## src/rtl/lss_pkg.sv

```systemverilog
// Shared constants and types for the largest-square scan block.
// No dependencies; every other file in rtl/ except lss_ram refers to it by scoped name.
package lss_pkg;

  // Field widths of the result beat and of the configuration registers.
  localparam int CELL_W = 11;
  localparam int POS_W  = 10;
  localparam int CFG_W  = 11;

  // Largest value a cell can hold; longer runs saturate here.
  localparam logic [CELL_W-1:0] CELL_MAX = {CELL_W{1'b1}};

  // Default grid limits and the reset value of both size registers.
  localparam int DEF_MAX_COLS = 1024;
  localparam int DEF_MAX_ROWS = 1024;
  localparam logic [CFG_W-1:0] CFG_RESET = 11'd1024;

  // Register file: two 32-bit registers, selected by address bit 2.
  localparam int BUS_W     = 32;
  localparam int ADDR_W    = 3;
  localparam int REG_SEL_B = 2;
  localparam logic REG_GRID_COLS = 1'b0;
  localparam logic REG_GRID_ROWS = 1'b1;

  // Depth of the queue between the front end and the back end.
  localparam int QUEUE_DEPTH = 4;

  // Per-cell flags that travel with the coordinates through the queue.
  typedef struct packed {
    logic open;
    logic done;
  } lss_flags_t;

endpackage

```

## src/rtl/lss_queue.sv

```systemverilog
// Small register queue that decouples the front end from the back end.
// Depends on lss_pkg for its default depth.
module lss_queue #(
  parameter int WIDTH = 8,
  parameter int DEPTH = lss_pkg::QUEUE_DEPTH
) (
  input  logic             clk,
  input  logic             rst_n,
  input  logic             push,
  input  logic [WIDTH-1:0] push_data,
  input  logic             pop,
  output logic [WIDTH-1:0] pop_data,
  output logic             full,
  output logic             empty
);

  localparam int PW = $clog2(DEPTH);

  logic [WIDTH-1:0] slot_r [DEPTH];
  logic [PW-1:0]    wptr_r, rptr_r;
  logic [PW:0]      cnt_r;

  assign full     = cnt_r == (PW + 1)'(DEPTH);
  assign empty    = cnt_r == '0;
  assign pop_data = slot_r[rptr_r];

  // Storage is written only at the write pointer.
  always_ff @(posedge clk) begin
    if (push) begin
      slot_r[wptr_r] <= push_data;
    end
  end

  // Pointers wrap at the depth; the count tracks occupancy.
  always_ff @(posedge clk) begin
    if (!rst_n) begin
      wptr_r <= '0;
      rptr_r <= '0;
      cnt_r  <= '0;
    end else begin
      if (push) begin
        wptr_r <= (32'(wptr_r) == DEPTH - 1) ? '0 : wptr_r + PW'(1);
      end
      if (pop) begin
        rptr_r <= (32'(rptr_r) == DEPTH - 1) ? '0 : rptr_r + PW'(1);
      end
      if (push && !pop) begin
        cnt_r <= cnt_r + (PW + 1)'(1);
      end else if (pop && !push) begin
        cnt_r <= cnt_r - (PW + 1)'(1);
      end
    end
  end

endmodule

```

## config.mk

```make
export PLATFORM = sky130hd
export DESIGN_NAME = lss_queue
export DESIGN_NICKNAME = d
export VERILOG_FILES = /design/src/rtl/lss_pkg.sv /design/src/rtl/lss_queue.sv
export SDC_FILE = /design/constraint.sdc
export NUM_CORES = 1
export LEC_CHECK = 0
export ABC_AREA = 1
export BUFFER_PORTS_ARGS = -buffer_cell sky130_fd_sc_hd__buf_4
export CELL_PAD_IN_SITES_DETAIL_PLACEMENT = 1
export CELL_PAD_IN_SITES_GLOBAL_PLACEMENT = 1
export CORE_ASPECT_RATIO = 0.6
export CORE_MARGIN = 2
export CORE_UTILIZATION = 30
export DETAILED_ROUTE_END_ITERATION = 8
export HOLD_SLACK_MARGIN = 0.05
export PLACE_DENSITY_LB_ADDON = 0.1
export SLEW_MARGIN = 30
export SYNTH_ARGS = -nofsm -noshare
export SYNTH_HDL_FRONTEND = slang
export SYNTH_SLANG_ARGS = --single-unit
```

## constraint.sdc

```tcl
create_clock -name clk -period 1.4 [get_ports clk]
set_input_delay 0.14 -clock clk [delete_from_list [all_inputs] [get_ports clk]]
set_output_delay 0.14 -clock clk [all_outputs]
set_load 0.05 [all_outputs]
```

Word-level counts from Yosys, hierarchy flattened
Memory sizes are Yosys's and may differ from the RTL's. A register that Yosys moved wholly into a read port is not among the register bits.
Cells that the tools add are included.
Storage, ports and cells
  register bits after elaboration: 7
  memory bits (writable): 32
  bits of input ports: 12
  output and inout port bits: 10
  memories kept: 1
Memory list
  slot_r: words 4, bits a word 8, read ports 1, clocked after Yosys merged registers in 1, wr ports 1, RTL line lss_queue.sv:19  | logic [WIDTH-1:0] slot_r [DEPTH];
Cells by class
  add/sub/neg operators: 4
  equality and inequality tests: 3
  muxes and demuxes: 8
  reduce and logical (&&, ||, !) cells: 6
Operator list (count)
  $mux W2: 4
  $mux W3: 2
  $add A2 B1 Y2 const B: 2
  $eq A2 B2 Y1 const B: 2
  $add A3 B1 Y3 const B: 1
  $eq A3 B3 Y1 const B: 1
  $logic_not A3 Y1: 1
  $sub A3 B1 Y3 const B: 1
  $logic_and A1 B1 Y1: 2
  $logic_not A1 Y1: 2
  $mux W1: 2
  $reduce_bool A2 Y1: 1

Logic depth before layout (Yosys ltp)
Gate-level depths: netlist (run 1).
  depth after elaboration: 4
  mapped depth: 10
  mapped depth without buffers: 10

Least setup slack after synthesis (run 1)
OpenSTA, ideal clock, no wires.
  kind: reg-to-output
  start: register cnt_r[0]
  end: output empty
  arrival time: 1431 ps
  required time: 1260 ps
  slack: -171 ps
  cell stages (with the launch flop): 2
  path buffers: 0
  cell sequence: dfxtp_1 nor3_1
On the way
  cells in the longest elaborated chain, start to end: 1
RTL lines
  from (decl): RTL line lss_queue.sv:21  | logic [PW:0] cnt_r;
  from (signal assigned): RTL line lss_queue.sv:48  | cnt_r <= cnt_r + (PW + 1)'(1);
  from (signal assigned): RTL line lss_queue.sv:50  | cnt_r <= cnt_r - (PW + 1)'(1);
  $logic_not A3 Y1: RTL line lss_queue.sv:24  | assign empty = cnt_r == '0;
  to (decl): RTL line lss_queue.sv:14  | output logic empty
No other way between the ends.

==> metrics.txt, run 1 <==
status=finished with violations; failing checks=setup timing; Max FO, Critical Path=16; fraction of layout cells with a size suffix above 1=0.330; pin count of the biggest net entering global routing=17; Top FF cell, synth=edfxtp_1; async set-reset flop share out of synthesis=0; dpl hpwl=2620 µm; top cells by area, synth=edfxtp_1 58%, dfxtp_1 11%, nor2_1 5.0%; routability cong.=0.738; Initial Util=0.319; max cap viols=0; GRT overflow=0; DR vias=1148; Hold Vio Cnt, Final=0; Netlist Area Pre-Place=1650 µm²; crit start category=register; maximum root-to-sink buffer count=2; GRT Resource Usage Total=0.144; gate count of the mapped netlist=135; Worst VDD drop=0.407 mV; DR DRC count=0; Synth cell types=19; Post-Route WL=3810 µm; Least-Margin Pin Slew=209 ps; Peak Freq=714 MHz; Synth Warn #=0; number of global-route vias before repair=1223; antenna viol nets, final=0; cts bufs inserted=5; Leak=0.928 nW; CTS tree=done; Worst Clk Skew=2.97 ps; fillcell total=543; syn_area_per_cell=12.2 µm²; Core Box Area=5180 µm²; depth of the CTS H-tree=2; Avg WL per Cell=15.5 µm; die area=6130 µm²; cell area after placement=2020 µm²; crit end category=output pin; P&R area growth vs syn=40.4%; post-synth net total=154; Final Instance Area=2320 µm²; 1st-iter DRT viols=21; post-synth top area share=0.582; crit path kind=reg2out; CTS root buf=clkbuf_8; Ports=22; DR vias/cell=4.69; area leader, netlist=edfxtp_1; Die W=99.8 µm; DIE HEIGHT=61.5 µm; fin crit share=1.00; Reg2Reg Depth=7; Worst slew margin=0.859; CP Data Required Time=1260 ps; Final setup viols=1; initial antenna violation count=0; Layout Nets=197; Worst-Skew Late Latency=300 ps; number of synthesized flops with an enable pin=32; Hold Path Depth=3; Hold Path Sink=cnt_r[2]; CTS clk-pin slew, worst paths=80 ps; Slew Viols, Final=0; R2R Path End=cnt_r[2]; Port-buffer cells=21; Seq cells post-synth=41; Sink Count=41; Setup WS post-layout=-0.144 ps; first-pass GRT wire length=6280 µm; # diodes=0; Pwr Density=1370 nW/µm²; fin crit period=1400 ps; drt pass-1 iters=4; CP arrival=1260 ps; hold slack=106 ps; num rows=20; sequential share of the synthesized area=0.691; Reg-to-Reg Start=cnt_r[0]; worst hold start=rst_n; unrepaired setup endpoints after global routing=true; R2R setup slack=150 ps; HP Class=in2reg
==> power by group <==
part / internal (mW) / switching (mW) / total, mW
Sequential: 1.38 / 0.0458 / 1.42
Combinational: 0.244 / 0.377 / 0.620
Clock: 0.708 / 0.425 / 1.13
==> timing repair <==
| action | 4_1_cts | 5_1_grt |
|---|---|---|
| pin swaps | 0 | 0 |
| buffers inserted | 0 | 0 |
| gates resized for setup | 30 | 5 |
| endpoints found under the setup margin | 8 | 8 |
| hold buffers | 8 | 0 |
| endpoints found under the hold margin | 32 | 0 |
==> placed cells by master, fill, tap and decap left out, drive strengths merged, types with 3 or more instances in the layout <==
master,count
a21oi,3
buf,30
clkbuf,5
dfxtp,9
dlygate4sd3,8
edfxtp,32
ha,6
inv,16
nand2,8
nor2,24
nor3,4
o21ai,19
o22ai,8
==> routing by layer <==
layer	wire, µm	share of wire	global-route usage	vias to the layer above
li1	-	-	-	559
met1	1930	0.51	0.193	569
met5	0	0	0	-
met2	1690	0.44	0.220	16
met3	154	0.040	0.0522	4
met4	38	0.010	0.0528	0
==> state kept, by name, indices dropped and copies added, names as in the netlist, named ones only <==
register / count
rptr_r: 2
wptr_r: 2
cnt_r: 3
slot_r: 32
==> cell families after synthesis <==
group,count (synthesis),synth area share
xor+xnor,1,0.00530
fa+ha+maj,7,0.0576
buf+inv,18,0.0500
simple gates,38,0.0947
flops,41,0.691
compound gates,30,0.102
==> how the worst max path moves through the flow <==
| stage | start | to | slack (ps) | cells past startpoint |
|---|---|---|---|---|
| 2_1_floorplan | cnt_r[0] | empty | -170 | 1 |
| 3_3_place_gp | pop | cnt_r[2] | 30 | 11 |
| 3_5_place_dp | pop | cnt_r[2] | -40 | 11 |
| 4_1_cts | register | pop_data[1] | -30 | 4 |
| 5_1_grt | register | pop_data[7] | -60 | 4 |
| 6_report | register | pop_data[1] | -0.1 | 4 |
==> stage by stage <==
stage	setup TNS, ps	worst slack (ps)	power [mW]	std cells	utilization
2_1_floorplan	-341	-171	1.80	135	-
3_3_place_gp	0	27.3	1.99	229	0.391
3_5_place_dp	-43.5	-43.5	2.01	229	0.391
4_1_cts	-112	-27.8	3.22	245	0.446
5_1_grt	-394	-56.3	3.31	245	0.448
6_report	-0.144	-0.144	3.18	245	0.448
==> Yosys cell counts, types with 2 or more instances <==
cell	number
nor2_2	2
ha_1	6
nor3_1	4
o21ai_0	15
buf_6	2
o21ai_2	2
dfxtp_1	9
inv_1	15
a21oi_1	3
edfxtp_1	32
o21ai_1	2
nor2_1	22
nand2_1	8
o22ai_1	8
==> final cells by class <==
type | instances | area (µm²) | area share
sequential | 41 | 1150 | 0.495
inverter | 16 | 67.6 | 0.0291
clock inverter | 3 | 65.1 | 0.0281
clock buffer | 5 | 68.8 | 0.0297
multi-input combinational | 76 | 497 | 0.214
tap | 66 | 82.6 | 0.0356
timing repair buffer | 38 | 389 | 0.168
==> worst max-delay path: stages, from the launching register on <==
cell,delay (ps)
dfxtp_4,380
inv_6,140
nor2_1,80
o22ai_2,180
buf_6,180
Power figures use the tool's default switching activity.
==> run 2: changes to the inputs <==
CORE_UTILIZATION = 40   (was 30)
==> run 2 against run 1 <==
Against the previous run:
- the run still ends with setup timing left
- non-clock buffer count down 4
- global-route usage rose by 2.1 points
- power fell by 13%
- sequential share of layout area rose by 2.0 points
- critical path depth unchanged
- core utilization is 11 points higher
- cell count down 8.2%
- routed wire length fell by 8.0%
==> metrics.txt, run 2 (synthesis results as in run 1) <==
Largest regs=slot_r x32, cnt_r x3; Die W=87.0 µm; maximum root-to-sink buffer count=2; GRT Resource Usage Total=0.165; Worst-Skew Late Latency=280 ps; Setup WS post-layout=-14.9 ps; depth of the CTS H-tree=2; CTS root buf=clkbuf_8; fraction of layout cells with a size suffix above 1=0.326; 1st-iter DRT viols=47; unrepaired setup endpoints after global routing=true; R2R Path End=slot_r[2][5]; crit path kind=reg2out; routability cong.=0.768; Sink Count=41; Worst Clk Skew=5.07 ps; CP Data Required Time=1260 ps; Final setup viols=2; Hold Path Depth=1; first-pass GRT wire length=5490 µm; Overall Power=2.78 mW; pin count of the biggest net entering global routing=17; most flop-heavy register=slot_r; CP arrival=1270 ps; Post-Route WL=3500 µm; max reg flops=32; Initial Util=0.410; fin crit period=1410 ps; Hold Vio Cnt, Final=0; antenna viol nets, final=0; num rows=18; number of global-route vias before repair=1096; status=finished with violations; Least-Margin Pin Slew=387 ps; Ports=22; Slew Viols, Final=0; # diodes=0; Core Box Area=4030 µm²; fin crit share=1.01; Pwr Density=1250 nW/µm²; Reg2Reg Depth=4; drt pass-1 iters=4; Leak=0.884 nW; Worst VDD drop=0.661 mV; hold slack=66.7 ps; P&R area growth vs syn=34.9%; cts bufs inserted=5; Max FO, Critical Path=5; DR vias=1101; Port-buffer cells=21; Layout Nets=193; CTS tree=done; Reg-to-Reg Start=wptr_r[0]; R2R setup slack=120 ps; DR DRC count=0; initial antenna violation count=0; max cap viols=0; most frequent cells in the layout=32 x edfxtp_1, 22 x nor2_1, 14 x inv_1, 14 x buf_4, 11 x buf_6; HP Class=in2reg; DIE HEIGHT=53.8 µm; DR vias/cell=4.89; Worst slew margin=0.742; Avg WL per Cell=15.6 µm; CTS clk-pin slew, worst paths=80 ps; commonest non-fill, non-tap cell in the layout=edfxtp_1; Peak Freq=707 MHz; GRT overflow=0; dpl hpwl=2440 µm; failing checks=setup timing; die area=4680 µm²; Hold Path Sink=slot_r[2][6]; worst hold start=push_data[6]; crit start category=register; crit end category=output pin
run 2: layer usage:
layer | up-vias | global-route usage | part of all wire
met5 | - | 0 | 0
met2 | 15 | 0.258 | 0.44
li1 | 552 | - | -
met3 | 2 | 0.0506 | 0.033
met1 | 532 | 0.225 | 0.52
met4 | 0 | 0.0469 | 0.0029
run 2: area by class of cell:
| cell class | instances | area (µm²) |
|---|---|---|
| clock buffer | 5 | 68.8 |
| sequential | 41 | 1150 |
| inverter | 16 | 67.6 |
| tap | 50 | 62.6 |
| clock inverter | 3 | 17.5 |
| timing repair buffer | 34 | 344 |
| fill | 420 | 1800 |
| multi-input combinational | 76 | 519 |
run 2: report_power, final:
group	leakage [nW]	internal [mW]	switching, mW	total, mW
Combinational	0.470	0.238	0.378	0.617
Clock	0.0439	0.344	0.387	0.731
Sequential	0.370	1.38	0.0497	1.43
Total	0.884	1.96	0.815	2.78
run 2: how the worst max path moves through the flow:
stage                  start           to
finish              register  pop_data[1]
CTS                 register  pop_data[3]
floorplan           cnt_r[0]        empty
global route        register  pop_data[1]
detailed placement       pop     cnt_r[2]
global placement         pop     cnt_r[2]
run 2: stage by stage:
stage | TNS, ps | cells | util | setup WS [ps] | area, µm²
4_1_cts | -57.5 | 225 | 0.537 | -19.1 | 2160
3_3_place_gp | 0 | 210 | 0.489 | 35.1 | 1970
6_report | -16.1 | 225 | 0.553 | -14.9 | 2230
3_5_place_dp | -38.4 | 210 | 0.489 | -38.4 | 1970
2_1_floorplan | -341 | 135 | - | -171 | 1700
5_1_grt | -413 | 225 | 0.553 | -87.6 | 2230
run 2: what timing repair did:
action	4_1_cts	5_1_grt
resized for setup	24	17
gates cloned	1	0
pin swaps	0	9
buffers inserted	0	0
hold buffers	6	0
setup endpoints to repair	8	8
endpoints found under the hold margin	24	0
run 2: critical path: stages, from the launching register on:
cell     delay, ps
dfxtp_4        410
buf_8          140
o21ai_4         50
o22ai_2        200
buf_6          190
==> run 3: changes to the inputs <==
clock period = 1.5 ns   (was 1.4 ns; I/O delays follow)
==> run 3 against run 2 <==
Against the previous run:
- the run now ends clean
- first-iteration DRC count shrank 21%
- clock power decreased by 5.1%
- routed wire length fell by 5.9%
- cell count shrank 4.0%
- power decreased by 9.2%
==> metrics.txt, run 3 (synthesis results as in run 1) <==
met2 usage=0.230; GRT Resource Usage Total=0.157; unrepaired setup endpoints after global routing=true; Crit path largest cell delay=380 ps; Hold Buf Count CTS=0; worst setup path end=pop_data[4]; Avg WL per Cell=15.3 µm; CTS tree=done; DR DRC count=0; fillcell total=412; DR vias=1064; M3 GR Usage=0.0506; Reg2Reg Depth=4; Peak Freq=688 MHz; final cell count without fillers=216; Setup WS post-layout=46.7 ps; post-CTS setup buffer count=0; GR Util met1=0.217; maximum root-to-sink buffer count=2; Largest regs=slot_r x32, cnt_r x3; dpl cells=208; commonest non-fill, non-tap cell in the layout=edfxtp_1; max cap viols=0; fin crit period=1450 ps; Ports=22; number of global-route vias before repair=1013; routability cong.=0.763; DIE HEIGHT=53.8 µm; most frequent cells in the layout=32 x edfxtp_1, 22 x nor2_1, 22 x buf_4; first-pass GRT wire length=5180 µm; Post-Route WL=3300 µm; fraction of layout cells with a size suffix above 1=0.295; Core Box Area=4030 µm²; CTS clk-pin slew, worst paths=80 ps; Overall Power=2.52 mW; CP top delay family=flip-flops; CP arrival=1300 ps; CP cell instances=inv_2 -> o21ai_0 -> o22ai_2 -> buf_4; hold slack=58.6 ps; R2R setup slack=200 ps; most flop-heavy register=slot_r; HP Class=in2reg; P&R area growth vs syn=23.5%; crit start category=register; DP Worst Slack=36.1 ps; Pwr Density=1240 nW/µm²; Initial Util=0.410; crit end category=output pin; pin count of the biggest net entering global routing=17; Leak=0.821 nW; R2R Path End=slot_r[0][5]; GRT overflow=0; depth of the CTS H-tree=2; initial antenna violation count=0; drt pass-1 iters=4; critical path depth=4; Worst Clk Skew=3.91 ps; Hold Vio Cnt, Final=0; Reg-to-Reg Start=wptr_r[0]; Least-Margin Pin Slew=392 ps; Final setup viols=0; CP Buf/Inv Count=2; fin crit share=0.969; 1st-iter DRT viols=37; Max FO, Critical Path=8; antenna viol nets, final=0; Critical Path Slowest Stage Cell=dfxtp_4; crit path kind=reg2out; GR peak layer=met2; DR vias/cell=4.93; die area=4680 µm²; Sink Count=41; Die W=87.0 µm; Worst slew margin=0.739; cts bufs inserted=5; # diodes=0; CTS root buf=clkbuf_8; Worst VDD drop=0.563 mV; Slew Viols, Final=0; Port-buffer cells=21; max reg flops=32; dpl hpwl=2320 µm; Layout Nets=184; Worst-Skew Late Latency=290 ps; status=complete, no violations; CP Data Required Time=1350 ps; num rows=18
[run 3: cell count changes in the layout (fill, tap and decap cells not counted)]
cell / before / now
o21ai_0: 4 / 13
buf_12: 2 / 0
o21ai_4: 3 / 0
o21ai_2: 4 / 2
buf_6: 11 / 3
dlygate4sd3_1: 6 / 0
inv_4: 1 / 0
o21ai_1: 8 / 4
buf_4: 14 / 22
buf_8: 1 / 0
inv_2: 0 / 1
[run 3: worst min-delay path by stage]
stage / startpoint / to / cells past startpoint
finish: push_data[0] / slot_r[0][0] / 1
global route: push_data[2] / slot_r[1][2] / 1
CTS: push_data[0] / slot_r[0][0] / 1
detailed placement: push_data[5] / slot_r[2][5] / 1
global placement: push_data[0] / slot_r[1][0] / 1
floorplan: push_data[0] / slot_r[0][0] / 0
[run 3: through the flow]
stage	setup TNS, ps	cell area [µm²]	util
after floorplan	-161	1700	-
after global placement	0	1930	0.479
after detailed placement	0	1930	0.479
after CTS	0	2020	0.502
after global routing	-0.488	2040	0.506
final	0	2040	0.506
[run 3: final cells by class]
cell class,count,area [µm²],area share
tap,50,62.6,0.0307
multi-input combinational,76,478,0.234
clock buffer,5,68.8,0.0337
clock inverter,3,17.5,0.00859
sequential,41,1150,0.563
inverter,16,65.1,0.0319
timing repair buffer,25,199,0.0975
[run 3: timing repair]
item	in CTS	in global routing
resized for setup	6	6
endpoints found under the setup margin	8	6
gates cloned	0	0
[run 3: power breakdown]
part	internal (mW)	switching, mW
combinational	0.170	0.330
clock	0.321	0.373
sequential	1.29	0.0415
total	1.78	0.745
[run 3: metal layers]
metal  up-vias  routed length, µm
met5         -                  0
met4         0                 36
met3         4                145
met2        23               1390
met1       507               1730
li1        530                  -
