$ cat config.mk
export PLATFORM = sky130hd
export DESIGN_NAME = lss_front
export DESIGN_NICKNAME = d
export VERILOG_FILES = /design/src/rtl/lss_pkg.sv /design/src/rtl/lss_front.sv
export SDC_FILE = /design/constraint.sdc
export NUM_CORES = 1
export LEC_CHECK = 0
export BUFFER_PORTS_ARGS = -buffer_cell sky130_fd_sc_hd__buf_4
export CORE_MARGIN = 4
export CORE_UTILIZATION = 50
export DETAILED_ROUTE_END_ITERATION = 10
export GPL_TIMING_DRIVEN = 0
export PLACE_DENSITY = 0.76
export SYNTH_ARGS = -nofsm -noshare
export SYNTH_HDL_FRONTEND = slang
export SYNTH_SLANG_ARGS = --single-unit
$ cat constraint.sdc
create_clock -name clk -period 18.8 [get_ports clk]
set_clock_uncertainty 0.1 [all_clocks]
set_input_delay 0.94 -clock clk [delete_from_list [all_inputs] [get_ports clk]]
set_output_delay 0.94 -clock clk [all_outputs]
set_load 0.01 [all_outputs]
$ cat src/rtl/lss_pkg.sv
// Shared constants and types for the largest-square scan block.
// No dependencies; every other file in rtl/ except lss_ram refers to it by scoped name.
package lss_pkg;

  // Field widths of the result beat and of the configuration registers.
  localparam int CELL_W = 11;
  localparam int POS_W  = 10;
  localparam int CFG_W  = 11;

  // Largest value a cell can hold; longer runs saturate here.
  localparam logic [CELL_W-1:0] CELL_MAX = {CELL_W{1'b1}};

  // Default grid limits and the reset value of both size registers.
  localparam int DEF_MAX_COLS = 1024;
  localparam int DEF_MAX_ROWS = 1024;
  localparam logic [CFG_W-1:0] CFG_RESET = 11'd1024;

  // Register file: two 32-bit registers, selected by address bit 2.
  localparam int BUS_W     = 32;
  localparam int ADDR_W    = 3;
  localparam int REG_SEL_B = 2;
  localparam logic REG_GRID_COLS = 1'b0;
  localparam logic REG_GRID_ROWS = 1'b1;

  // Depth of the queue between the front end and the back end.
  localparam int QUEUE_DEPTH = 4;

  // Per-cell flags that travel with the coordinates through the queue.
  typedef struct packed {
    logic open;
    logic done;
  } lss_flags_t;

endpackage

$ cat src/rtl/lss_front.sv
// Front end: accepts cell beats and assigns each its row, column and
// end-of-grid flag. Depends on lss_pkg; feeds lss_queue.
module lss_front #(
  parameter int MAX_COLS = lss_pkg::DEF_MAX_COLS,
  parameter int MAX_ROWS = lss_pkg::DEF_MAX_ROWS,
  localparam int CW = $clog2(MAX_COLS),
  localparam int RW = $clog2(MAX_ROWS)
) (
  input  logic                    clk,
  input  logic                    rst_n,
  input  logic [lss_pkg::CFG_W-1:0] cols_cfg,
  input  logic [lss_pkg::CFG_W-1:0] rows_cfg,
  input  logic                    in_valid,
  output logic                    in_stall,
  input  logic                    in_cell_open,
  input  logic                    q_full,
  output logic                    push,
  output logic [CW-1:0]           push_col,
  output logic [RW-1:0]           push_row,
  output lss_pkg::lss_flags_t     push_flags
);

  localparam int CEW = CW + 1;
  localparam int REW = RW + 1;

  logic [CW-1:0]  col_cnt_r, col_cnt_nxt;
  logic [RW-1:0]  row_cnt_r, row_cnt_nxt;
  logic [CEW-1:0] cols_eff, col_inc;
  logic [REW-1:0] rows_eff, row_pre, row_inc;
  logic           wrap_pre, done;
  logic [CW-1:0]  col_cur;
  logic [RW-1:0]  row_cur;

  // Effective grid size: zero acts as one, oversize acts as the maximum.
  always_comb begin
    if (cols_cfg == '0) begin
      cols_eff = CEW'(1);
    end else if (32'(cols_cfg) > 32'(MAX_COLS)) begin
      cols_eff = CEW'(MAX_COLS);
    end else begin
      cols_eff = CEW'(cols_cfg);
    end
    if (rows_cfg == '0) begin
      rows_eff = REW'(1);
    end else if (32'(rows_cfg) > 32'(MAX_ROWS)) begin
      rows_eff = REW'(MAX_ROWS);
    end else begin
      rows_eff = REW'(rows_cfg);
    end
  end

  // Position of this cell; counters left out of range by a size change wrap first.
  always_comb begin
    wrap_pre = {1'b0, col_cnt_r} >= cols_eff;
    col_cur  = wrap_pre ? '0 : col_cnt_r;
    row_pre  = wrap_pre ? ({1'b0, row_cnt_r} + REW'(1)) : {1'b0, row_cnt_r};
    row_cur  = (row_pre >= rows_eff) ? '0 : row_pre[RW-1:0];
    done     = ({1'b0, row_cur} == rows_eff - REW'(1)) &&
               ({1'b0, col_cur} == cols_eff - CEW'(1));
  end

  // Raster advance to the next cell, back to the origin after the last one.
  always_comb begin
    col_inc = {1'b0, col_cur} + CEW'(1);
    row_inc = {1'b0, row_cur} + REW'(1);
    if (done) begin
      col_cnt_nxt = '0;
      row_cnt_nxt = '0;
    end else if (col_inc >= cols_eff) begin
      col_cnt_nxt = '0;
      row_cnt_nxt = (row_inc >= rows_eff) ? '0 : row_inc[RW-1:0];
    end else begin
      col_cnt_nxt = col_inc[CW-1:0];
      row_cnt_nxt = row_cur;
    end
  end

  always_ff @(posedge clk) begin
    if (!rst_n) begin
      col_cnt_r <= '0;
      row_cnt_r <= '0;
    end else if (push) begin
      col_cnt_r <= col_cnt_nxt;
      row_cnt_r <= row_cnt_nxt;
    end
  end

  // A beat is taken whenever the queue has room.
  assign in_stall        = q_full;
  assign push            = in_valid && !q_full;
  assign push_col        = col_cur;
  assign push_row        = row_cur;
  assign push_flags.open = in_cell_open;
  assign push_flags.done = done;

endmodule

After elaboration in Yosys (flattened, before gate mapping) --
Cells that the tools add are included.
Cells by class: $mul 0, mux-type cells 12, $add $sub $neg 5, eq/ne operators 2, magnitude comparators 6, reduce and logical (&&, ||, !) cells 5, bitwise operators 0, shift-type cells 0, divide/modulo/power cells 0
Operators with widths (count):
- $mux W10 | 7
- $mux W11 | 5
- $add A10 B1 Y11 const B | 3
- $ge A11 B11 Y1 | 3
- $eq A10 B11 Y1 | 2
- $gt A11 B11 Y1 const B | 2
- $logic_not A11 Y1 | 2
- $sub A11 B1 Y11 const B | 2
- $ge A10 B11 Y1 | 1
- $logic_and A1 B1 Y1 | 2
- $logic_not A1 Y1 | 1
Storage, ports and cells: flip-flop bits (word level) 20, bits of input ports 27, memories kept 0, bits in read-only memories 0, RAM bits 0, bits in latches 0

Depth between registers and ports, before layout --
Gate-level depths: netlist of run 1.
depth in word-level cells 12, gate-level depth with buffers 35, mapped depth without buffers 33

Worst setup path before layout of run 1 --
Ideal clock, no wire load.
path type input to register, from input port cols_cfg[7] (netlist bit), to register row_cnt_r[3], path buffers 2, arrival 7577 ps, required time 18614 ps, cell stages on the path 33, path slack 11037 ps, cell sequence nor3_1 > nand2_1 > nor2_1 > nor2_1 > or2_2 > inv_1 > ha_1 > nand3_1 > nor3_4 > nor2_2 > clkbuf_1 > nand2_1 > xnor2_1 > ha_1 > nand2b_1 > a211o_1 > a21oi_1 > o21ai_1 > clkbuf_1 > nor2_1 > ha_1 > inv_1 > a211oi_2 > or4b_1 > xnor2_1 > ha_1 > a2111oi_0 > o21ai_1 > a31o_2 > a21o_1 > or3_1 > a21o_1 > o31ai_2
Between the ends: cells in the longest elaborated chain, start to end 12, elaborated cells between the ends (all ways) 20
Ends and longest elaborated chain:
- start, declared | line lss_front.sv:11 | input logic [lss_pkg::CFG_W-1:0] cols_cfg,
- $gt A11 B11 Y1 | line lss_front.sv:38 | end else if (32'(cols_cfg) > 32'(MAX_COLS)) begin
- $mux W11 | line lss_front.sv:38
- $mux W11 (*) | line lss_front.sv:36 | if (cols_cfg == '0) begin
- $ge A10 B11 Y1 (*) | line lss_front.sv:54 | wrap_pre = {1'b0, col_cnt_r} >= cols_eff;
- $mux W11 (*) | line lss_front.sv:56 | row_pre = wrap_pre ? ({1'b0, row_cnt_r} + REW'(1)) : {1'b0, row_cnt_r};
- $ge A11 B11 Y1 | line lss_front.sv:57 | row_cur = (row_pre >= rows_eff) ? '0 : row_pre[RW-1:0];
- $mux W10 (*) | line lss_front.sv:57
- net push_row[0] | line lss_front.sv:19 | output logic [RW-1:0] push_row,
- $add A10 B1 Y11 | line lss_front.sv:65 | row_inc = {1'b0, row_cur} + REW'(1);
- $ge A11 B11 Y1 | line lss_front.sv:71 | row_cnt_nxt = (row_inc >= rows_eff) ? '0 : row_inc[RW-1:0];
- $mux W10 | line lss_front.sv:71
- $mux W10 | line lss_front.sv:69 | end else if (col_inc >= cols_eff) begin
- $mux W10 (*) | line lss_front.sv:66 | if (done) begin
- end signal, assigned | line lss_front.sv:84 | row_cnt_r <= row_cnt_nxt;
- end, declared | line lss_front.sv:27 | logic [RW-1:0] row_cnt_r, row_cnt_nxt;
The timed path passes the listed nets; every way through them passes the cells marked *. A chain may end at the register's enable or synchronous reset.

Worst setup path after layout of run 1 --
from input port cols_cfg[7] (netlist bit), to output port push_flags[0] (netlist bit)
Between the ends: cells in the longest elaborated chain, start to end 9, elaborated cells between the ends (all ways) 13
Ends and longest elaborated chain:
- $gt A11 B11 Y1 | line lss_front.sv:38
- $mux W11 | line lss_front.sv:38
- $mux W11 (*) | line lss_front.sv:36
- $ge A10 B11 Y1 | line lss_front.sv:54
- $mux W11 | line lss_front.sv:56
- $ge A11 B11 Y1 | line lss_front.sv:57
- $mux W10 | line lss_front.sv:57
- $eq A10 B11 Y1 | line lss_front.sv:58 | done = ({1'b0, row_cur} == rows_eff - REW'(1)) &&
- $logic_and A1 B1 Y1 (*) | line lss_front.sv:58
- end, declared | line lss_front.sv:20 | output lss_pkg::lss_flags_t push_flags
Mark *: on every way between the ends. The rest lies on a longest branch, timed or not.

==> results of run 1 <==
power groups by stage:
stage          registers [mW]  clock network (mW)  logic (mW)
2_1_floorplan          0.0438                   0      0.0305
4_1_cts                0.0429              0.0460      0.0464
3_5_place_dp           0.0439                   0      0.0462
6_report               0.0429              0.0461      0.0471
3_3_place_gp           0.0439                   0      0.0451
5_1_grt                0.0430              0.0472      0.0520
critical path, delay by kind of cell:
kind | cells | cell delay (ps)
and+or+nand+nor | 15 | 3280
AOI/OAI and AO/OA | 5 | 1450
buffers and inverters | 7 | 1390
adders and majority gates | 3 | 770
xor gates and xnor gates | 1 | 250
cell families after synthesis:
family,synth area share
flops,0.0992
compound gates,0.296
simple gates,0.315
mux,0.0105
fa+ha+maj,0.149
buf+inv,0.0536
xor+xnor,0.0775
worst paths after layout:
kind / startpoint / end / slack, ps
max reg2reg: col_cnt_r[4] / row_cnt_r[6] / 10720
max: cols_cfg[7] / push_flags[0] / 9680
min reg2reg: col_cnt_r[0] / col_cnt_r[0] / 390
min: col_cnt_r[0] / col_cnt_r[0] / 390
final cells by class:
type | count | area share
clock inverter | 1 | 0.00655
multi-input combinational | 485 | 0.747
buffer | 29 | 0.0309
timing repair buffer | 46 | 0.0754
clock buffer | 3 | 0.00901
tap | 102 | 0.0279
sequential | 20 | 0.0874
inverter | 20 | 0.0164
metal layers:
layer  vias to the layer above  wire length (um)
met2                       235              5840
li1                       2167                 -
met1                      2088              5640
met5                         -                 0
met3                        25              1070
met4                         0               317
synthesized netlist by cell type, types with 3 or more instances:
| library cell | count | share of area |
|---|---|---|
| nand3b_1 | 3 | 0.0056 |
| nor3b_1 | 6 | 0.011 |
| a21oi_1 | 25 | 0.031 |
| buf_4 | 4 | 0.0074 |
| or3_1 | 7 | 0.011 |
| dfxtp_1 | 20 | 0.099 |
| or4_1 | 4 | 0.0074 |
| and3_1 | 13 | 0.020 |
| xnor2_1 | 26 | 0.056 |
| xor2_1 | 7 | 0.015 |
| o21ai_0 | 19 | 0.024 |
| or2_2 | 3 | 0.0046 |
| a32oi_1 | 3 | 0.0065 |
| o211ai_1 | 11 | 0.020 |
| a22oi_1 | 4 | 0.0074 |
| nand2b_1 | 10 | 0.015 |
| o21a_1 | 5 | 0.0093 |
| nor2b_1 | 4 | 0.0062 |
| o21ai_1 | 11 | 0.014 |
| inv_1 | 18 | 0.017 |
| nand2_1 | 70 | 0.065 |
| and2_1 | 3 | 0.0046 |
| o31ai_2 | 19 | 0.059 |
| a211oi_1 | 11 | 0.020 |
| nand4_1 | 7 | 0.011 |
| ha_1 | 48 | 0.15 |
| nand3_1 | 21 | 0.026 |
| clkbuf_1 | 21 | 0.020 |
| a21o_1 | 12 | 0.022 |
| nor2_1 | 48 | 0.045 |
| nor3_1 | 22 | 0.027 |
| o21bai_1 | 3 | 0.0056 |
| nor4_1 | 8 | 0.012 |
| a211oi_2 | 3 | 0.0093 |
metrics by stage:
step           hold slack (ps)  setup slack [ps]   util
6_report                   389              9680  0.587
5_1_grt                    409              9180  0.587
4_1_cts                    389              9900  0.587
3_5_place_dp               376              9650  0.578
3_3_place_gp               362              9820  0.578
2_1_floorplan              350             11040      -
registers in the layout, summed over array words and instances (netlist names):
signal and cells:
col_cnt_r 10, row_cnt_r 10
==> results_dict.tcl, run 1 <==
set metrics [dict create \
    status "finished, violations left" \
    violations "DRC" \
    endpoint_kind "output port" \
    place_congestion 0.974 \
    p_leak_nw 1.87 \
    min_period_ps 9120 \
    n_antenna_cell 0 \
    synth_edf_count 0 \
    finalHoldViolCount 0 \
    busiest_layer "met2" \
    powerDensity_mw_per_mm2 29.7 \
    relSlewSlack 0.496 \
    cts.reportedPaths.clkPinSlew_ps 80 \
    cts.sinks 20 \
    post_cts_buffers 0 \
    tightest_slew_ps 756 \
    fillers 750 \
    io_buffers 46 \
    numCtsBuffers 3 \
    fin_crit_sh 0.485 \
    insertion_delay_ps 270 \
    ctsLongestPathBuffers 2 \
    grt_pass1_vias 4174 \
    grt_overflow_total 0 \
    io_pins 51 \
    die_h_um 97.9 \
    htreeDepth 1 \
    synth_ff_type "dfxtp_1" \
    maxSlewViolCount 0 \
    synth_cell_types 76 \
    intPower_mw 0.0895 \
    final_nets 680 \
    dieWidth_um 97.9 \
    cp_max_fo 10 \
    p_switching_mw 0.0466 \
    finalPower_mw 0.136 \
    cts_resized 0 \
    drive_gt1_frac 0.172 \
    start_util 0.517 \
    wirelength_um 12900 \
    multi_input_area_sq_mm 0.00342 \
    layout.cells.non_filler 706 \
    hold_depth 2 \
    grt.total_usage 0.258 \
    syn_area_per_cell_sq_um 7.29 \
    met3_usage 0.0329 \
    avgRoutedWirePerCell_um 18.2 \
    p_seq_frac 0.315 \
    worst-setup-path-type "in2out" \
    switching_share 0.342 \
    layout_commonest_cell "nand2_1" \
    cp.required_ps 17760 \
    rows 32 \
    register_area_sq_um 400 \
    mostFrequentLayoutCells "70 x nand2_1, 50 x buf_4, 48 x nor2_1, 48 x ha_1, 26 x xnor2_1" \
    synthCells 554 \
    core_sq_mm 0.00781 \
    dp_cells 702 \
    synth-seq-cells 20 \
    met1_usage 0.349 \
    viasPerCell 6.40 \
    synth_nets 629 \
    area_growth_pct 13.5 \
    dpl_cell_area_sq_mm 0.00451 \
    grt_setup_unrepaired "false" \
    cts_root_buf "clkbuf_8" \
    die_area_sq_mm 0.00958 \
    fin_area_sq_mm 0.00458 \
    drtAntennaViolNets 0 \
    setup_viol 0 \
    grt_max_degree 13 \
    synth_area_sq_mm 0.00404 \
    ys_warn_count 0 \
    hpwl_um 10600 \
    reg2regPathDepth 27 \
    p_clk_frac 0.339 \
    arrival_ps 8080 \
    ys_seq_area_frac 0.0992 \
    critPathSlowestCell "nor4_1" \
    hold_class "reg2reg" \
    startpoint_type "input pin" \
    drt_first_pass_iters 8 \
    vias 4515 \
    drtIter0Drc 457 \
    grt_pass1_wl_um 20600 \
    setup_tns_ps 0 \
    drc 1 \
    cap_violations 0 \
    crit_path_max_incr_delay_ps 500 \
    antenna_found_initial 0 \
    ctsHoldBuffers 0 \
    grt_use_met2 0.423 \
    peakVddDrop_uv 21.9 \
    cts_tree "done" \
    fmax_ghz 0.110 \
    async_reset_ff_frac 0 \
    pwr-share-comb 0.346 \
]
(Power assumes the default switching activity.)
==> inputs of run 2 (changes only) <==
clock period = 8.9 ns   (was 18.8 ns; I/O delays follow)
==> run 2 against run 1 <==
Against the previous run: the flow now finishes without violations; combinational power grew 110%; worst hold slack got worse by 38 ps; cell count is the same; utilization increased by 0.11 points; sequential cell count did not move; via count about the same; critical path type is now in2reg; critical endpoint is now row_cnt_r[4]; largest power group unchanged.
==> results_dict.tcl, run 2 (synthesized netlist as in run 1, its figures left out) <==
set metrics [dict create \
    status "finished, final reports clean" \
    min_to "row_cnt_r[4]" \
    hold_depth 3 \
    layout_commonest_cell "nand2_1" \
    routed-wl-met2_um 5780 \
    top_layer "met4" \
    drtIter0Drc 433 \
    met1_length_um 5510 \
    cap_violations 0 \
    fillers 750 \
    cp.required_ps 9000 \
    hp-start "rst_n" \
    grt_max_degree 13 \
    antenna_found_initial 0 \
    dieWidth_um 97.9 \
    route.met3.wl_um 1180 \
    finalPower_mw 0.288 \
    hold_class "in2reg" \
    avgRoutedWirePerCell_um 18.2 \
    min_period_ps 8380 \
    cpMostUsedCell "ha_1" \
    wirelength_um 12900 \
    fin_crit_sh 0.942 \
    post_cts_buffers 0 \
    worst-setup-path-type "in2reg" \
    grt.total_usage 0.258 \
    final_nets 680 \
    fin_area_sq_mm 0.00459 \
    drt_first_pass_iters 6 \
    place_congestion 0.974 \
    start_util 0.517 \
    ctsHoldBuffers 0 \
    drive_gt1_frac 0.179 \
    cts_tree "done" \
    io_pins 51 \
    ctsLongestPathBuffers 2 \
    core_sq_mm 0.00781 \
    grt_pass1_vias 4174 \
    vias 4519 \
    die_h_um 97.9 \
    die_area_sq_mm 0.00958 \
    startpoint_type "input pin" \
    peakVddDrop_uv 46.1 \
    grt_pass1_wl_um 20600 \
    endpoint_kind "register" \
    drtAntennaViolNets 0 \
    maxSlewViolCount 0 \
    reg2regPathDepth 27 \
    powerDensity_mw_per_mm2 62.6 \
    htreeDepth 1 \
    tightest_slew_ps 754 \
    io_buffers 46 \
    viasPerCell 6.40 \
    drc 0 \
    grt_overflow_total 0 \
    relSlewSlack 0.497 \
    cts.sinks 20 \
    crit_path_max_incr_delay_ps 580 \
    dpl_cell_area_sq_mm 0.00451 \
    setup_tns_ps 0 \
    cts.reportedPaths.clkPinSlew_ps 90 \
    largestRegisters "col_cnt_r (10), row_cnt_r (10)" \
    cp_max_fo 10 \
    hpwl_um 10600 \
    finalHoldViolCount 0 \
    numCtsBuffers 3 \
    p_leak_nw 1.87 \
    grt_setup_unrepaired "false" \
    mostFrequentLayoutCells "70 x nand2_1, 50 x buf_4, 48 x ha_1" \
    n_antenna_cell 0 \
    arrival_ps 8480 \
    area_growth_pct 13.7 \
    r2r_slack_ps 960 \
    rr_startpoint "col_cnt_r[4]" \
    reg2reg_to "row_cnt_r[4]" \
    fmax_ghz 0.119 \
    insertion_delay_ps 270 \
    rows 32 \
    cts_root_buf "clkbuf_8" \
    critPathSlowestCell "or4b_1" \
    setup_viol 0 \
]
-- run 2: cell counts in the layout (fill, tap and decap cells not counted) --
Identical to the previous run, type by type.
-- run 2: stage by stage --
step	instances	setup slack [ps]	util	hold WS [ps]
after floorplan	554	1630	-	350
after global placement	702	410	0.578	362
after detailed placement	702	241	0.578	376
after CTS	706	511	0.587	349
after global routing	706	35.3	0.588	372
final	706	515	0.588	350
-- run 2: routing by layer --
metal,vias up,GRT usage
li1,2160,-
met1,2069,0.349
met2,253,0.423
met3,37,0.0329
met4,0,0.0852
met5,-,0
-- run 2: power by group --
group	switching (mW)	internal, mW	total, mW
clock network	0.0371	0.0602	0.0973
logic	0.0607	0.0388	0.0996
registers	0.000611	0.0901	0.0907
total	0.0984	0.189	0.288
-- run 2: cell type report --
| cell class | instances | area (sq um) | share of cell area |
|---|---|---|---|
| multi-input combinational | 485 | 3430 | 0.747 |
| sequential | 20 | 400 | 0.0872 |
| timing repair buffer | 46 | 345 | 0.0752 |
| buffer | 29 | 144 | 0.0313 |
| tap | 102 | 128 | 0.0278 |
| inverter | 20 | 75.1 | 0.0164 |
| clock buffer | 3 | 41.3 | 0.00899 |
| clock inverter | 1 | 30.0 | 0.00654 |
-- run 2: worst max-delay path: cells and delay by family --
| family | cells | cell delay [ps] |
|---|---|---|
| simple gates | 13 | 3030 |
| compound gates | 10 | 2610 |
| xor+xnor | 2 | 450 |
| fa+ha+maj | 4 | 950 |
| buf+inv | 5 | 970 |
-- run 2: worst max-delay path by stage --
stage                           start           end  depth (start not counted)
after floorplan           cols_cfg[7]  row_cnt_r[3]                         33
after global placement    cols_cfg[7]  row_cnt_r[3]                         34
after detailed placement  cols_cfg[7]  row_cnt_r[6]                         34
after CTS                 cols_cfg[7]  row_cnt_r[6]                         34
after global routing      cols_cfg[7]  row_cnt_r[6]                         34
final                     cols_cfg[7]  row_cnt_r[4]                         34
-- run 2: timing repair --
item / 4_1_cts / 5_1_grt
hold endpoints to repair: 0 / 0
setup endpoints to repair: 0 / 6
resized for setup: 0 / 6
==> inputs of run 3 (changes only) <==
RECOVER_POWER = 100   (was unset)
==> run 3 against run 2 <==
Against the previous run: sequential power barely moved; combinational power fell by 1%; register-to-register slack got worse by 50 ps; clock power barely moved; cell count did not move; routed wire length barely moved; worst setup slack got worse by 58 ps; global-route usage did not move; via count fell by 0.62%; total power fell by 0.36%; largest cell class unchanged; highest routed layer unchanged.
==> results_dict.tcl, run 3 (synthesized netlist as in run 1, its figures left out) <==
set metrics [dict create \
    status "finished, final reports clean" \
    cp_max_fo 10 \
    layout_commonest_cell "nand2_1" \
    min_to "row_cnt_r[4]" \
    maxSlewViolCount 0 \
    post_cts_buffers 0 \
    switching_share 0.344 \
    avgRoutedWirePerCell_um 18.2 \
    setup_viol 0 \
    hpwl_um 10600 \
    core_sq_mm 0.00781 \
    grt_pass1_wl_um 20600 \
    dieWidth_um 97.9 \
    fin_crit_sh 0.949 \
    die_h_um 97.9 \
    rr_startpoint "col_cnt_r[4]" \
    startpoint_type "input pin" \
    cts.sinks 20 \
    fillers 774 \
    fmax_ghz 0.118 \
    powerDensity_mw_per_mm2 63.6 \
    cts_tree "done" \
    critPathSlowestCell "a21oi_1" \
    drc 0 \
    mostFrequentLayoutCells "71 x nand2_1, 48 x ha_1, 47 x nor2_1" \
    pwr-share-comb 0.343 \
    min_period_ps 8440 \
    n_antenna_cell 0 \
    ctsLongestPathBuffers 2 \
    grt_max_degree 13 \
    io_pins 51 \
    reg2regPathDepth 26 \
    crit_path_max_incr_delay_ps 600 \
    setup_tns_ps 0 \
    tightest_slew_ps 731 \
    final_core_utilization 0.577 \
    grt_setup_unrepaired "false" \
    drtAntennaViolNets 0 \
    cts_root_buf "clkbuf_8" \
    insertion_delay_ps 280 \
    r2r_slack_ps 910 \
    cts.reportedPaths.clkPinSlew_ps 80 \
    grt_overflow_total 0 \
    io_buffers 46 \
    start_util 0.517 \
    htreeDepth 1 \
    hold_depth 3 \
    cap_violations 0 \
    viasPerCell 6.36 \
    setup.worst_path.start "cols_cfg[7]" \
    endpoint_kind "register" \
    peakVddDrop_uv 46.9 \
    largestRegisters "col_cnt_r (10), row_cnt_r (10)" \
    ctsHoldBuffers 0 \
    intPower_mw 0.188 \
    drtIter0Drc 459 \
    p_leak_nw 1.80 \
    final_nets 680 \
    cpMostUsedCell "ha_1" \
    drt_first_pass_iters 6 \
    die_area_sq_mm 0.00958 \
    place_congestion 0.974 \
    finalPower_mw 0.287 \
    cp.required_ps 9000 \
    multi_input_area_sq_mm 0.00341 \
    numCtsBuffers 3 \
    rows 32 \
    grt_pass1_vias 4174 \
    fin_area_sq_mm 0.00450 \
    register_area_sq_um 400 \
    p_seq_frac 0.317 \
    dpl_cell_area_sq_mm 0.00451 \
    p_clk_frac 0.340 \
    hold_class "in2reg" \
    drive_gt1_frac 0.144 \
    antenna_found_initial 0 \
    finalHoldViolCount 0 \
    arrival_ps 8540 \
    area_growth_pct 11.5 \
    grt.total_usage 0.258 \
    worst-setup-path-type "in2reg" \
    wirelength_um 12900 \
    hold_ws_ps 351 \
    hp-start "rst_n" \
    relSlewSlack 0.513 \
    vias 4491 \
    p_switching_mw 0.0986 \
    reg2reg_to "row_cnt_r[4]" \
]
==> run 3: cell count changes in the layout (fill, tap and decap cells not counted), moves of 2 or more <==
cell      delta
o21ai_0      +3
o21ai_1      -3
o31ai_2      -2
a21oi_2      -2
a21oi_1      +2
o31ai_1      +2
clkbuf_1    +16
buf_4       -14
buf_6        -2
==> run 3: layout make-up <==
cell class	instances	area share
Inverter	20	0.0167
Tap cell	102	0.0283
Sequential cell	20	0.0889
Buffer	29	0.0286
Multi-Input combinational cell	485	0.757
Timing Repair Buffer	46	0.0650
Clock inverter	1	0.00667
Clock buffer	3	0.00917
==> run 3: power groups by stage <==
stage	clock [mW]	sequential, mW	combinational [mW]
2_1_floorplan	0	0.0926	0.0644
3_3_place_gp	0	0.0928	0.0953
3_5_place_dp	0	0.0928	0.0977
4_1_cts	0.0972	0.0907	0.0981
5_1_grt	0.0996	0.0908	0.108
6_report	0.0975	0.0907	0.0983
==> run 3: routing by layer <==
metal / GRT usage / vias up / wire, um
met4: 0.0852 / 0 / 372
li1: - / 2164 / -
met2: 0.423 / 232 / 5800
met3: 0.0329 / 31 / 1080
met5: 0 / - / 0
met1: 0.349 / 2064 / 5600
==> run 3: per-stage QoR <==
stage	worst slack, ps	cells
after global placement	410	702
after CTS	511	706
final	457	706
after global routing	24.8	706
after detailed placement	241	702
after floorplan	1630	554
==> run 3: critical path: cells and delay by family <==
family          cells  cell delay (ps)
compound gates     11             3220
simple gates       12             2750
fa+ha+maj           4             1040
buf+inv             4              630
xor+xnor            2              450
==> run 3: repair_timing <==
action	in CTS	in global routing
endpoints found under the hold margin	0	0
gates resized for setup	0	6
endpoints found under the setup margin	0	6
==> run 3: worst max-delay path by stage <==
stage	to
finish	row_cnt_r[4]
global route	row_cnt_r[6]
CTS	row_cnt_r[6]
detailed placement	row_cnt_r[6]
global placement	row_cnt_r[3]
floorplan	row_cnt_r[3]
